===== config.mk =====
export PLATFORM = sky130hd
export DESIGN_NAME = signed_int_to_custom_radix_digits_unit_flat
export DESIGN_NICKNAME = d
export VERILOG_FILES = /design/src/design/sicrd_pkg.sv /design/src/design/sicrd_req_if.sv /design/src/design/sicrd_rsp_if.sv /design/src/design/sicrd_csr.sv /design/src/design/sicrd_div.sv /design/src/design/signed_int_to_custom_radix_digits_unit.sv /design/src/flat_wrapper.sv
export SDC_FILE = /design/constraint.sdc
export NUM_CORES = 2
export LEC_CHECK = 0
export BUFFER_PORTS_ARGS = -buffer_cell sky130_fd_sc_hd__clkbuf_2
export CAP_MARGIN = 20
export CORE_MARGIN = 1
export CORE_UTILIZATION = 50
export CTS_CLUSTER_SIZE = 30
export DETAILED_ROUTE_END_ITERATION = 6
export PLACE_DENSITY_LB_ADDON = 0.15
export SLEW_MARGIN = 15
export SYNTH_ARGS = -nofsm -noshare
export SYNTH_HDL_FRONTEND = slang
export SYNTH_SLANG_ARGS = --single-unit
export TNS_END_PERCENT = 30

===== constraint.sdc =====
create_clock -name clock -period 18.25 [get_ports clock]
set_input_delay 1.825 -clock clock [delete_from_list [all_inputs] [get_ports clock]]
set_output_delay 1.825 -clock clock [all_outputs]
set_load 0.01 [all_outputs]

===== src/design/sicrd_pkg.sv =====
// ----------------------------------------------------------------------------
// sicrd_pkg
// Shared types and constants for the signed integer to radix digits unit.
// ----------------------------------------------------------------------------
package sicrd_pkg;

   localparam int VALUE_W     = 32;
   localparam int SYMBOL_W    = 8;
   localparam int NUM_SYMBOLS = 16;
   localparam int DIGIT_W     = 4;
   localparam int RADIX_W     = 5;
   localparam int MAX_DIGITS  = 32;
   localparam int COUNT_W     = 6;
   localparam int CSR_ADDR_W  = 5;
   localparam int CSR_DATA_W  = 64;

   // Quotient bits resolved by the divider in one cycle.
   localparam int DIV_STEP_BITS = 8;
   localparam int DIV_CYCLES    = VALUE_W / DIV_STEP_BITS;
   localparam int DIV_CNT_W     = $clog2(DIV_CYCLES);

   localparam logic [SYMBOL_W-1:0] SYM_PLUS  = 8'h2B;
   localparam logic [SYMBOL_W-1:0] SYM_MINUS = 8'h2D;

   typedef enum logic [1:0] {
      REG_SYMBOLS_LOW  = 2'd0,
      REG_SYMBOLS_HIGH = 2'd1,
      REG_BASE_LENGTH  = 2'd2
   } reg_index_type;

   typedef struct packed {
      logic [NUM_SYMBOLS-1:0][SYMBOL_W-1:0] symbols;
      logic [RADIX_W-1:0]                   radix;
      logic                                 valid;
   } alphabet_type;

   typedef struct packed {
      logic               start;
      logic [VALUE_W-1:0] dividend;
      logic [RADIX_W-1:0] divisor;
   } div_req_type;

   typedef struct packed {
      logic               done;
      logic [VALUE_W-1:0] quotient;
      logic [DIGIT_W-1:0] remainder;
   } div_rsp_type;

endpackage


===== src/design/sicrd_req_if.sv =====
// ----------------------------------------------------------------------------
// sicrd_req_if
// Request channel: one signed value per request.
// ----------------------------------------------------------------------------
interface sicrd_req_if
   import sicrd_pkg::*;
   ();
   logic                      valid;
   logic                      ready;
   logic signed [VALUE_W-1:0] value;

   modport source (output valid, output value, input ready);
   modport sink   (input valid, input value, output ready);
endinterface


===== src/design/sicrd_rsp_if.sv =====
// ----------------------------------------------------------------------------
// sicrd_rsp_if
// Result channel: one character byte per transfer, flagged on the last one.
// ----------------------------------------------------------------------------
interface sicrd_rsp_if
   import sicrd_pkg::*;
   ();
   logic                valid;
   logic                ready;
   logic [SYMBOL_W-1:0] symbol;
   logic                last;

   modport source (output valid, output symbol, output last, input ready);
   modport sink   (input valid, input symbol, input last, output ready);
endinterface


===== src/design/sicrd_csr.sv =====
// ----------------------------------------------------------------------------
// sicrd_csr
// APB register block holding the digit alphabet, with a registered check
// of whether the alphabet can be used.
// ----------------------------------------------------------------------------
module sicrd_csr
   import sicrd_pkg::*;
#(
   parameter int MAX_RADIX = 16
) (
   input  logic                  clock,
   input  logic                  reset,
   input  logic                  psel,
   input  logic                  penable,
   input  logic                  pwrite,
   input  logic [CSR_ADDR_W-1:0] paddr,
   input  logic [CSR_DATA_W-1:0] pwdata,
   output logic [CSR_DATA_W-1:0] prdata,
   output logic                  pready,
   output alphabet_type          alpha
);

   logic [CSR_DATA_W-1:0]                symbols_low_ff;
   logic [CSR_DATA_W-1:0]                symbols_high_ff;
   logic [RADIX_W-1:0]                   base_length_ff;
   logic                                 valid_ff;
   logic                                 valid_in;
   logic [NUM_SYMBOLS-1:0][SYMBOL_W-1:0] sym;
   reg_index_type                        index;

   assign sym    = {symbols_high_ff, symbols_low_ff};
   assign index  = reg_index_type'(paddr[CSR_ADDR_W-1:3]);
   assign pready = 1'b1;

   always_ff @(posedge clock) begin
      if (reset) begin
         symbols_low_ff  <= '0;
         symbols_high_ff <= '0;
         base_length_ff  <= '0;
         valid_ff        <= 1'b0;
      end else begin
         valid_ff <= valid_in;
         if (psel && penable && pwrite) begin
            unique case (index)
               REG_SYMBOLS_LOW:  symbols_low_ff  <= pwdata;
               REG_SYMBOLS_HIGH: symbols_high_ff <= pwdata;
               REG_BASE_LENGTH:  base_length_ff  <= pwdata[RADIX_W-1:0];
               default: ;
            endcase
         end
      end
   end

   always_comb begin
      unique case (index)
         REG_SYMBOLS_LOW:  prdata = symbols_low_ff;
         REG_SYMBOLS_HIGH: prdata = symbols_high_ff;
         REG_BASE_LENGTH:  prdata = {{(CSR_DATA_W-RADIX_W){1'b0}}, base_length_ff};
         default:          prdata = '0;
      endcase
   end

   // Only the symbols below the configured length take part in the check.
   always_comb begin
      logic bad;
      bad = (base_length_ff < RADIX_W'(2)) || (base_length_ff > RADIX_W'(MAX_RADIX));
      for (int i = 0; i < MAX_RADIX; i++) begin
         if (RADIX_W'(i) < base_length_ff &&
             (sym[i] == SYM_PLUS || sym[i] == SYM_MINUS)) begin
            bad = 1'b1;
         end
         for (int j = i + 1; j < MAX_RADIX; j++) begin
            if (RADIX_W'(j) < base_length_ff && sym[i] == sym[j]) begin
               bad = 1'b1;
            end
         end
      end
      valid_in = !bad;
   end

   assign alpha.symbols = sym;
   assign alpha.radix   = base_length_ff;
   assign alpha.valid   = valid_ff;

endmodule


===== src/design/sicrd_div.sv =====
// ----------------------------------------------------------------------------
// sicrd_div
// Iterative divider of a 32-bit magnitude by the radix, resolving several
// quotient bits per cycle by restoring long division.
// ----------------------------------------------------------------------------
module sicrd_div
   import sicrd_pkg::*;
(
   input  logic        clock,
   input  logic        reset,
   input  div_req_type div_req,
   output div_rsp_type div_rsp
);

   logic                 busy_ff;
   logic                 busy_in;
   logic                 done_ff;
   logic                 done_in;
   logic [DIV_CNT_W-1:0] cnt_ff;
   logic [DIV_CNT_W-1:0] cnt_in;
   logic [VALUE_W-1:0]   shift_ff;
   logic [VALUE_W-1:0]   shift_in;
   logic [DIGIT_W-1:0]   rem_ff;
   logic [DIGIT_W-1:0]   rem_in;
   logic [RADIX_W-1:0]   divisor_ff;
   logic [VALUE_W-1:0]   step_shift;
   logic [DIGIT_W-1:0]   step_rem;

   // The dividend shifts out at the top while quotient bits enter at the bottom.
   always_comb begin
      logic [RADIX_W-1:0] trial;
      step_shift = shift_ff;
      step_rem   = rem_ff;
      for (int i = 0; i < DIV_STEP_BITS; i++) begin
         trial      = {step_rem, step_shift[VALUE_W-1]};
         step_shift = {step_shift[VALUE_W-2:0], 1'b0};
         if (trial >= divisor_ff) begin
            step_rem      = DIGIT_W'(trial - divisor_ff);
            step_shift[0] = 1'b1;
         end else begin
            step_rem = trial[DIGIT_W-1:0];
         end
      end
   end

   always_comb begin
      busy_in  = busy_ff;
      done_in  = 1'b0;
      cnt_in   = cnt_ff;
      shift_in = shift_ff;
      rem_in   = rem_ff;
      if (div_req.start) begin
         busy_in  = 1'b1;
         cnt_in   = '0;
         shift_in = div_req.dividend;
         rem_in   = '0;
      end else if (busy_ff) begin
         shift_in = step_shift;
         rem_in   = step_rem;
         cnt_in   = cnt_ff + DIV_CNT_W'(1);
         if (cnt_ff == DIV_CNT_W'(DIV_CYCLES - 1)) begin
            busy_in = 1'b0;
            done_in = 1'b1;
         end
      end
   end

   always_ff @(posedge clock) begin
      if (reset) begin
         busy_ff <= 1'b0;
         done_ff <= 1'b0;
         cnt_ff  <= '0;
      end else begin
         busy_ff <= busy_in;
         done_ff <= done_in;
         cnt_ff  <= cnt_in;
      end
   end

   always_ff @(posedge clock) begin
      shift_ff <= shift_in;
      rem_ff   <= rem_in;
      if (div_req.start) begin
         divisor_ff <= div_req.divisor;
      end
   end

   assign div_rsp.done      = done_ff;
   assign div_rsp.quotient  = shift_ff;
   assign div_rsp.remainder = rem_ff;

endmodule


===== src/design/signed_int_to_custom_radix_digits_unit.sv =====
// ----------------------------------------------------------------------------
// signed_int_to_custom_radix_digits_unit
// Writes a signed 32-bit value as text in a configured radix and alphabet.
// ----------------------------------------------------------------------------
// Each digit costs one pass of the single divider (8 quotient bits per step,
// plus hand-off), and a negative value adds a leading minus sign.
// The block takes one request at a time, accepting the next only when idle;
// an unusable alphabet ends the request with no result.
// Reset clears the alphabet registers to zero (alphabet unusable) and idles the block.
// ----------------------------------------------------------------------------
module signed_int_to_custom_radix_digits_unit
   import sicrd_pkg::*;
#(
   parameter int MAX_RADIX = 16
) (
   input  logic                  clock,
   input  logic                  reset,
   sicrd_req_if.sink             req_bus,
   sicrd_rsp_if.source           rsp_bus,
   input  logic                  csr_psel,
   input  logic                  csr_penable,
   input  logic                  csr_pwrite,
   input  logic [CSR_ADDR_W-1:0] csr_paddr,
   input  logic [CSR_DATA_W-1:0] csr_pwdata,
   output logic [CSR_DATA_W-1:0] csr_prdata,
   output logic                  csr_pready
);

   typedef enum logic [2:0] {
      ST_IDLE,
      ST_CHECK,
      ST_SIGN,
      ST_DIVGO,
      ST_DIVWAIT,
      ST_EMIT
   } state_type;

   state_type            state_ff;
   logic [VALUE_W-1:0]   value_ff;
   logic [VALUE_W-1:0]   mag_ff;
   logic [COUNT_W-1:0]   ndig_ff;
   logic                 rsp_valid_ff;
   logic [SYMBOL_W-1:0]  rsp_symbol_ff;
   logic                 rsp_last_ff;
   logic [DIGIT_W-1:0]   digit_ff [MAX_DIGITS];

   alphabet_type         alpha;
   div_req_type          div_req;
   div_rsp_type          div_rsp;
   logic                 out_free;
   logic                 emit_now;
   logic [DIGIT_W:0]     rd_idx;
   logic [SYMBOL_W-1:0]  digit_sym;

   sicrd_csr #(
      .MAX_RADIX (MAX_RADIX)
   ) u_csr (
      .clock   (clock),
      .reset   (reset),
      .psel    (csr_psel),
      .penable (csr_penable),
      .pwrite  (csr_pwrite),
      .paddr   (csr_paddr),
      .pwdata  (csr_pwdata),
      .prdata  (csr_prdata),
      .pready  (csr_pready),
      .alpha   (alpha)
   );

   sicrd_div u_div (
      .clock   (clock),
      .reset   (reset),
      .div_req (div_req),
      .div_rsp (div_rsp)
   );

   assign div_req.start    = (state_ff == ST_DIVGO);
   assign div_req.dividend = mag_ff;
   assign div_req.divisor  = alpha.radix;

   assign out_free  = !rsp_valid_ff || rsp_bus.ready;
   assign emit_now  = (state_ff == ST_SIGN || state_ff == ST_EMIT) && out_free;
   assign rd_idx    = ndig_ff[DIGIT_W:0] - (DIGIT_W+1)'(1);
   assign digit_sym = alpha.symbols[digit_ff[rd_idx]];

   assign req_bus.ready  = (state_ff == ST_IDLE);
   assign rsp_bus.valid  = rsp_valid_ff;
   assign rsp_bus.symbol = rsp_symbol_ff;
   assign rsp_bus.last   = rsp_last_ff;

   always_ff @(posedge clock) begin
      if (reset) begin
         state_ff     <= ST_IDLE;
         ndig_ff      <= '0;
         rsp_valid_ff <= 1'b0;
      end else begin
         if (emit_now) begin
            rsp_valid_ff <= 1'b1;
         end else if (rsp_valid_ff && rsp_bus.ready) begin
            rsp_valid_ff <= 1'b0;
         end
         unique case (state_ff)
            ST_IDLE: begin
               if (req_bus.valid) begin
                  value_ff <= req_bus.value;
                  state_ff <= ST_CHECK;
               end
            end
            ST_CHECK: begin
               ndig_ff <= '0;
               mag_ff  <= value_ff[VALUE_W-1] ? (VALUE_W'(0) - value_ff) : value_ff;
               if (!alpha.valid) begin
                  state_ff <= ST_IDLE;
               end else if (value_ff[VALUE_W-1]) begin
                  state_ff <= ST_SIGN;
               end else begin
                  state_ff <= ST_DIVGO;
               end
            end
            ST_SIGN: begin
               if (out_free) begin
                  rsp_symbol_ff <= SYM_MINUS;
                  rsp_last_ff   <= 1'b0;
                  state_ff      <= ST_DIVGO;
               end
            end
            ST_DIVGO: begin
               state_ff <= ST_DIVWAIT;
            end
            ST_DIVWAIT: begin
               if (div_rsp.done) begin
                  mag_ff  <= div_rsp.quotient;
                  ndig_ff <= ndig_ff + COUNT_W'(1);
                  if (div_rsp.quotient == '0 || ndig_ff == COUNT_W'(MAX_DIGITS - 1)) begin
                     state_ff <= ST_EMIT;
                  end else begin
                     state_ff <= ST_DIVGO;
                  end
               end
            end
            ST_EMIT: begin
               // Digits were found least significant first, so they leave in reverse.
               if (out_free) begin
                  rsp_symbol_ff <= digit_sym;
                  rsp_last_ff   <= (ndig_ff == COUNT_W'(1));
                  ndig_ff       <= ndig_ff - COUNT_W'(1);
                  if (ndig_ff == COUNT_W'(1)) begin
                     state_ff <= ST_IDLE;
                  end
               end
            end
            default: begin
               state_ff <= ST_IDLE;
            end
         endcase
      end
   end

   always_ff @(posedge clock) begin
      if (state_ff == ST_DIVWAIT && div_rsp.done) begin
         digit_ff[ndig_ff[DIGIT_W:0]] <= div_rsp.remainder;
      end
   end

   a_digit_count: assert property (@(posedge clock) disable iff (reset)
      ndig_ff <= COUNT_W'(MAX_DIGITS))
      else $error("digit count beyond the buffer depth");

   a_done_in_wait: assert property (@(posedge clock) disable iff (reset)
      div_rsp.done |-> state_ff == ST_DIVWAIT)
      else $error("divider finished outside the wait state");

   a_last_ends: assert property (@(posedge clock) disable iff (reset)
      (state_ff == ST_EMIT && out_free && ndig_ff == COUNT_W'(1))
      |=> (state_ff == ST_IDLE && rsp_valid_ff && rsp_last_ff))
      else $error("final digit did not close the request");

   a_sign_first: assert property (@(posedge clock) disable iff (reset)
      (state_ff == ST_CHECK && alpha.valid && value_ff[VALUE_W-1])
      |=> (state_ff == ST_SIGN && ndig_ff == '0))
      else $error("negative request skipped its sign");

endmodule

===== src/flat_wrapper.sv =====
// flat-port wrapper written by rule: the top's interface ports become plain ports
module signed_int_to_custom_radix_digits_unit_flat import sicrd_pkg::*;
#(
   parameter int MAX_RADIX = 16
)
  (clock, reset, csr_psel, csr_penable, csr_pwrite, csr_paddr, csr_pwdata, csr_prdata, csr_pready, req_bus_valid, req_bus_value, req_bus_ready, rsp_bus_valid, rsp_bus_symbol, rsp_bus_last, rsp_bus_ready);
  sicrd_req_if req_bus_i ();
  sicrd_rsp_if rsp_bus_i ();
  input  logic clock;
  input  logic reset;
  input  logic csr_psel;
  input  logic csr_penable;
  input  logic csr_pwrite;
  input  logic [CSR_ADDR_W-1:0] csr_paddr;
  input  logic [CSR_DATA_W-1:0] csr_pwdata;
  output logic [CSR_DATA_W-1:0] csr_prdata;
  output logic csr_pready;
  input wire logic [$bits(req_bus_i.valid)-1:0] req_bus_valid;
  input wire logic [$bits(req_bus_i.value)-1:0] req_bus_value;
  output wire logic [$bits(req_bus_i.ready)-1:0] req_bus_ready;
  output wire logic [$bits(rsp_bus_i.valid)-1:0] rsp_bus_valid;
  output wire logic [$bits(rsp_bus_i.symbol)-1:0] rsp_bus_symbol;
  output wire logic [$bits(rsp_bus_i.last)-1:0] rsp_bus_last;
  input wire logic [$bits(rsp_bus_i.ready)-1:0] rsp_bus_ready;
  assign req_bus_i.valid = req_bus_valid;
  assign req_bus_i.value = req_bus_value;
  assign req_bus_ready = req_bus_i.ready;
  assign rsp_bus_valid = rsp_bus_i.valid;
  assign rsp_bus_symbol = rsp_bus_i.symbol;
  assign rsp_bus_last = rsp_bus_i.last;
  assign rsp_bus_i.ready = rsp_bus_ready;
  signed_int_to_custom_radix_digits_unit #(.MAX_RADIX(MAX_RADIX)) u_core (.clock(clock), .reset(reset), .req_bus(req_bus_i), .rsp_bus(rsp_bus_i), .csr_psel(csr_psel), .csr_penable(csr_penable), .csr_pwrite(csr_pwrite), .csr_paddr(csr_paddr), .csr_pwdata(csr_pwdata), .csr_prdata(csr_prdata), .csr_pready(csr_pready));
endmodule

==> flow_metrics.env <==
export IMPL_leakage_nw=15.1
export IMPL_initial_utilization=0.508
export IMPL_fp_dieH_um=253
export IMPL_async_reset_ff_frac=0
export IMPL_cts_sinks=390
export IMPL_path_common_cell="o21ai_0"
export IMPL_antenna_found_initial=1
export IMPL_drv_slew=0
export IMPL_syn_nets=3710
export IMPL_tns_ns=0
export IMPL_num_vias=28300
export IMPL_worstRegToRegCells=60
export IMPL_combPwrFrac=0.637
export IMPL_grt_max_degree=80
export IMPL_grt_pass1_vias=27600
export IMPL_cts_root_buf="clkbuf_16"
export IMPL_rsz0062_at_grt="false"
export IMPL_end_kind="flop"
export IMPL_cts_path_max_buffers=3
export IMPL_outcome="finished, final reports clean"
export IMPL_worstHoldPathCells=2
export IMPL_yosys_warnings=0
export IMPL_ys_types=73
export IMPL_synthTopCellsByCount="xor2_1 (529), xnor2_1 (500), nand2_1 (425)"
export IMPL_hold_viol_final=0
export IMPL_synth_most_common_cell="xor2_1"
export IMPL_htreeDepth=2
export IMPL_drc=0
export IMPL_avgRoutedWirePerCell_um=26.8
export IMPL_p_int_mw=3.28
export IMPL_die_area_um2=64100
export IMPL_switchingPower_mw=2.59
export IMPL_fin_crit_sh=0.809
export IMPL_clkTransAtPathRegs_ns=0.06
export IMPL_cp_start_kind="flop"
export IMPL_cap_violations=0
export IMPL_drtIter0Drc=3663
export IMPL_cts_tree="yes"
export IMPL_holdCritPathClass="reg -> reg"
export IMPL_avgSynthCellArea_um2=8.89
export IMPL_ys_seq_elements=390
export IMPL_post_route_util=0.561
export IMPL_netlist_instances=3547
export IMPL_diodes=0
export IMPL_yosysTopAreaCell="edfxtp_1"
export IMPL_max_freq_mhz=67.7
export IMPL_power_share_clock=0.164
export IMPL_ctsHoldBuffers=0
export IMPL_required_ns=18.77
export IMPL_drive_gt1_frac=0.137
export IMPL_reg2reg_slack_ns=3.48
export IMPL_tightest_slew_ns=1.05
export IMPL_drtPass1Iterations=6
export IMPL_cp_slowest_stage_delay_ns=0.77
export IMPL_coreArea_um2=62100
export IMPL_switching_share=0.441
export IMPL_synthesis_area_um2=31500
export IMPL_yosysSeqAreaShare=0.323
export IMPL_crit_slowest_cell="edfxtp_1"
export IMPL_cts_resized=0
export IMPL_numCtsBuffers=44
export IMPL_finClkSkew_ns=0.0306
export IMPL_ys_flop_type="edfxtp_1"
export IMPL_finalNetCount=3708
export IMPL_gp_congestion=1.00
export IMPL_clk_insertion_delay_late_ns=0.60
export IMPL_cp_arrival_ns=15.29
export IMPL_p_seq_frac=0.198
export IMPL_setup_viol=0
export IMPL_hold_path_endpoint="u_core.u_csr.symbols_high_ff[10]"
export IMPL_path_class="reg -> reg"
export IMPL_routed_wirelength_mm=118
export IMPL_synth_edf_count=238
export IMPL_critPathMaxFanout=12
export IMPL_fin_crit_ns=14.77
export IMPL_regArea_um2=10200
export IMPL_slew_headroom=0.298
export IMPL_die_w_um=253
export IMPL_grt_ovfl_total=0
export IMPL_via_per_inst=6.41
export IMPL_synth_top_cell_area_share=0.227
export IMPL_r2r_end="u_core.u_div.rem_ff[1]"
export IMPL_grt_use_total=0.363
export IMPL_row_count=91
export IMPL_pwr_density_cell_nw_per_um2=169
export IMPL_cts_setup_buffers=0
export IMPL_ant_nets=0
export IMPL_grt_pass1_wl_mm=174
export IMPL_numPortBuffers=179
export IMPL_timing_rr_start="u_core.u_div.divisor_ff[1]"
export IMPL_multiInputGateArea_um2=19800
export IMPL_hpwl_mm=72.7
export IMPL_syn_to_final_growth_pct=10.4
export IMPL_n_fill_cell=5590
export IMPL_irDropWorstVdd_mv=0.557
export IMPL_num_io_pins=184
export IMPL_synthTopCellsByArea="edfxtp_1 (23%), xor2_1 (15%), xnor2_1 (14%), dfxtp_1 (9.6%), mux2i_1 (5.1%)"
export IMPL_worst_hold_startpoint="u_core.u_csr.symbols_high_ff[10]"
==> sequential cells by signal, summed over array words and instances (netlist names), 2 cells and up <==
| register | flops |
|---|---|
| u_core.rsp_bus.symbol | 8 |
| u_core.digit_ff | 128 |
| u_core.mag_ff | 32 |
| u_core.u_div.rem_ff | 4 |
| u_core.u_csr.base_length_ff | 5 |
| u_core.u_div.cnt_ff | 2 |
| u_core.u_csr.symbols_high_ff | 64 |
| u_core.value_ff | 32 |
| u_core.u_div.shift_ff | 32 |
| u_core.ndig_ff | 6 |
| u_core.state_ff | 3 |
| u_core.u_csr.symbols_low_ff | 64 |
| u_core.u_div.divisor_ff | 5 |
==> power by group through the flow <==
stage               clock network, mW  registers, mW  logic (mW)
global placement                    0           1.18        3.62
detailed placement                  0           1.18        3.69
floorplan                           0           1.16        3.01
finish                          0.966           1.17        3.74
global route                     1.01           1.17        4.21
CTS                             0.982           1.17        3.71
==> worst max path at each step <==
stage / startpoint / to / slack, ns
floorplan: u_core.u_div.divisor_ff[1] / u_core.u_div.rem_ff[1] / 5.88
global placement: u_core.u_div.divisor_ff[1] / u_core.u_div.rem_ff[1] / 4.00
detailed placement: u_core.u_div.divisor_ff[1] / u_core.u_div.rem_ff[1] / 3.64
CTS: u_core.u_div.divisor_ff[1] / u_core.u_div.rem_ff[1] / 3.58
global route: u_core.u_div.divisor_ff[1] / u_core.u_div.rem_ff[1] / 1.75
finish: u_core.u_div.divisor_ff[1] / u_core.u_div.rem_ff[1] / 3.48
==> metal layers <==
metal	part of all wire	wire length, um	track usage	vias to the layer above
met3	0.12	14800	0.0964	558
met4	0.059	7000	0.193	2
met1	0.40	47500	0.490	13600
met2	0.41	49100	0.528	2011
met5	0.000076	9	0	-
li1	-	-	-	12100
==> kinds of logic (layout without fill, tap and decap cells) <==
group,after synthesis,count (layout),share of synthesized area
xor gates and xnor gates,1029,1029,0.286
and+or+nand+nor,1034,1034,0.158
adders and majority gates,55,55,0.0237
DFF,390,390,0.323
other,1,1,0.000119
buffers and inverters,422,456,0.0512
muxes,220,220,0.0844
AOI/OAI and AO/OA,396,396,0.0740
==> stage by stage <==
step / setup slack [ns] / cells / power, mW / cell area, um^2 / hold WS, ns
finish: 3.48 / 4418 / 5.87 / 34800 / 0.480
detailed placement: 3.64 / 4332 / 4.87 / 33200 / 0.471
floorplan: 5.88 / 3547 / 4.18 / 31500 / 0.406
global route: 1.75 / 4418 / 6.40 / 34800 / 0.497
CTS: 3.58 / 4414 / 5.86 / 34800 / 0.479
global placement: 4.00 / 4332 / 4.80 / 33200 / 0.465
==> critical path: cells and delay by family (launching register included) <==
kind,cells,cell delay [ns]
DFF,1,0.77
adders and majority gates,8,2.50
AOI/OAI and AO/OA,29,6.15
and+or+nand+nor,14,2.65
buffers and inverters,4,0.76
muxes,5,1.87
==> placed cells by master, fill, tap and decap left out, types with 10 or more instances in the layout <==
cell	instances
a21o_1	12
a21oi_1	179
a22oi_1	18
a31oi_1	27
buf_4	150
clkbuf_16	46
clkbuf_2	177
dfxtp_1	143
edfxtp_1	238
ha_1	46
inv_1	42
mux2_2	25
mux2i_1	159
mux4_2	34
nand2_1	424
nand2b_1	18
nand3_1	28
nand4_1	139
nor2_1	166
nor2b_1	14
nor3_1	49
nor4_1	136
o211ai_1	10
o21ai_0	82
o22ai_1	10
o31ai_1	14
xnor2_1	500
xor2_1	529
==> layout make-up <==
class	instances	area share
sequential	390	0.293
tap	837	0.0301
multi-input combinational	2735	0.568
timing repair buffer	330	0.0586
clock buffer	58	0.0358
inverter	44	0.00474
clock inverter	24	0.00999
Power figures use the tool's default switching activity.
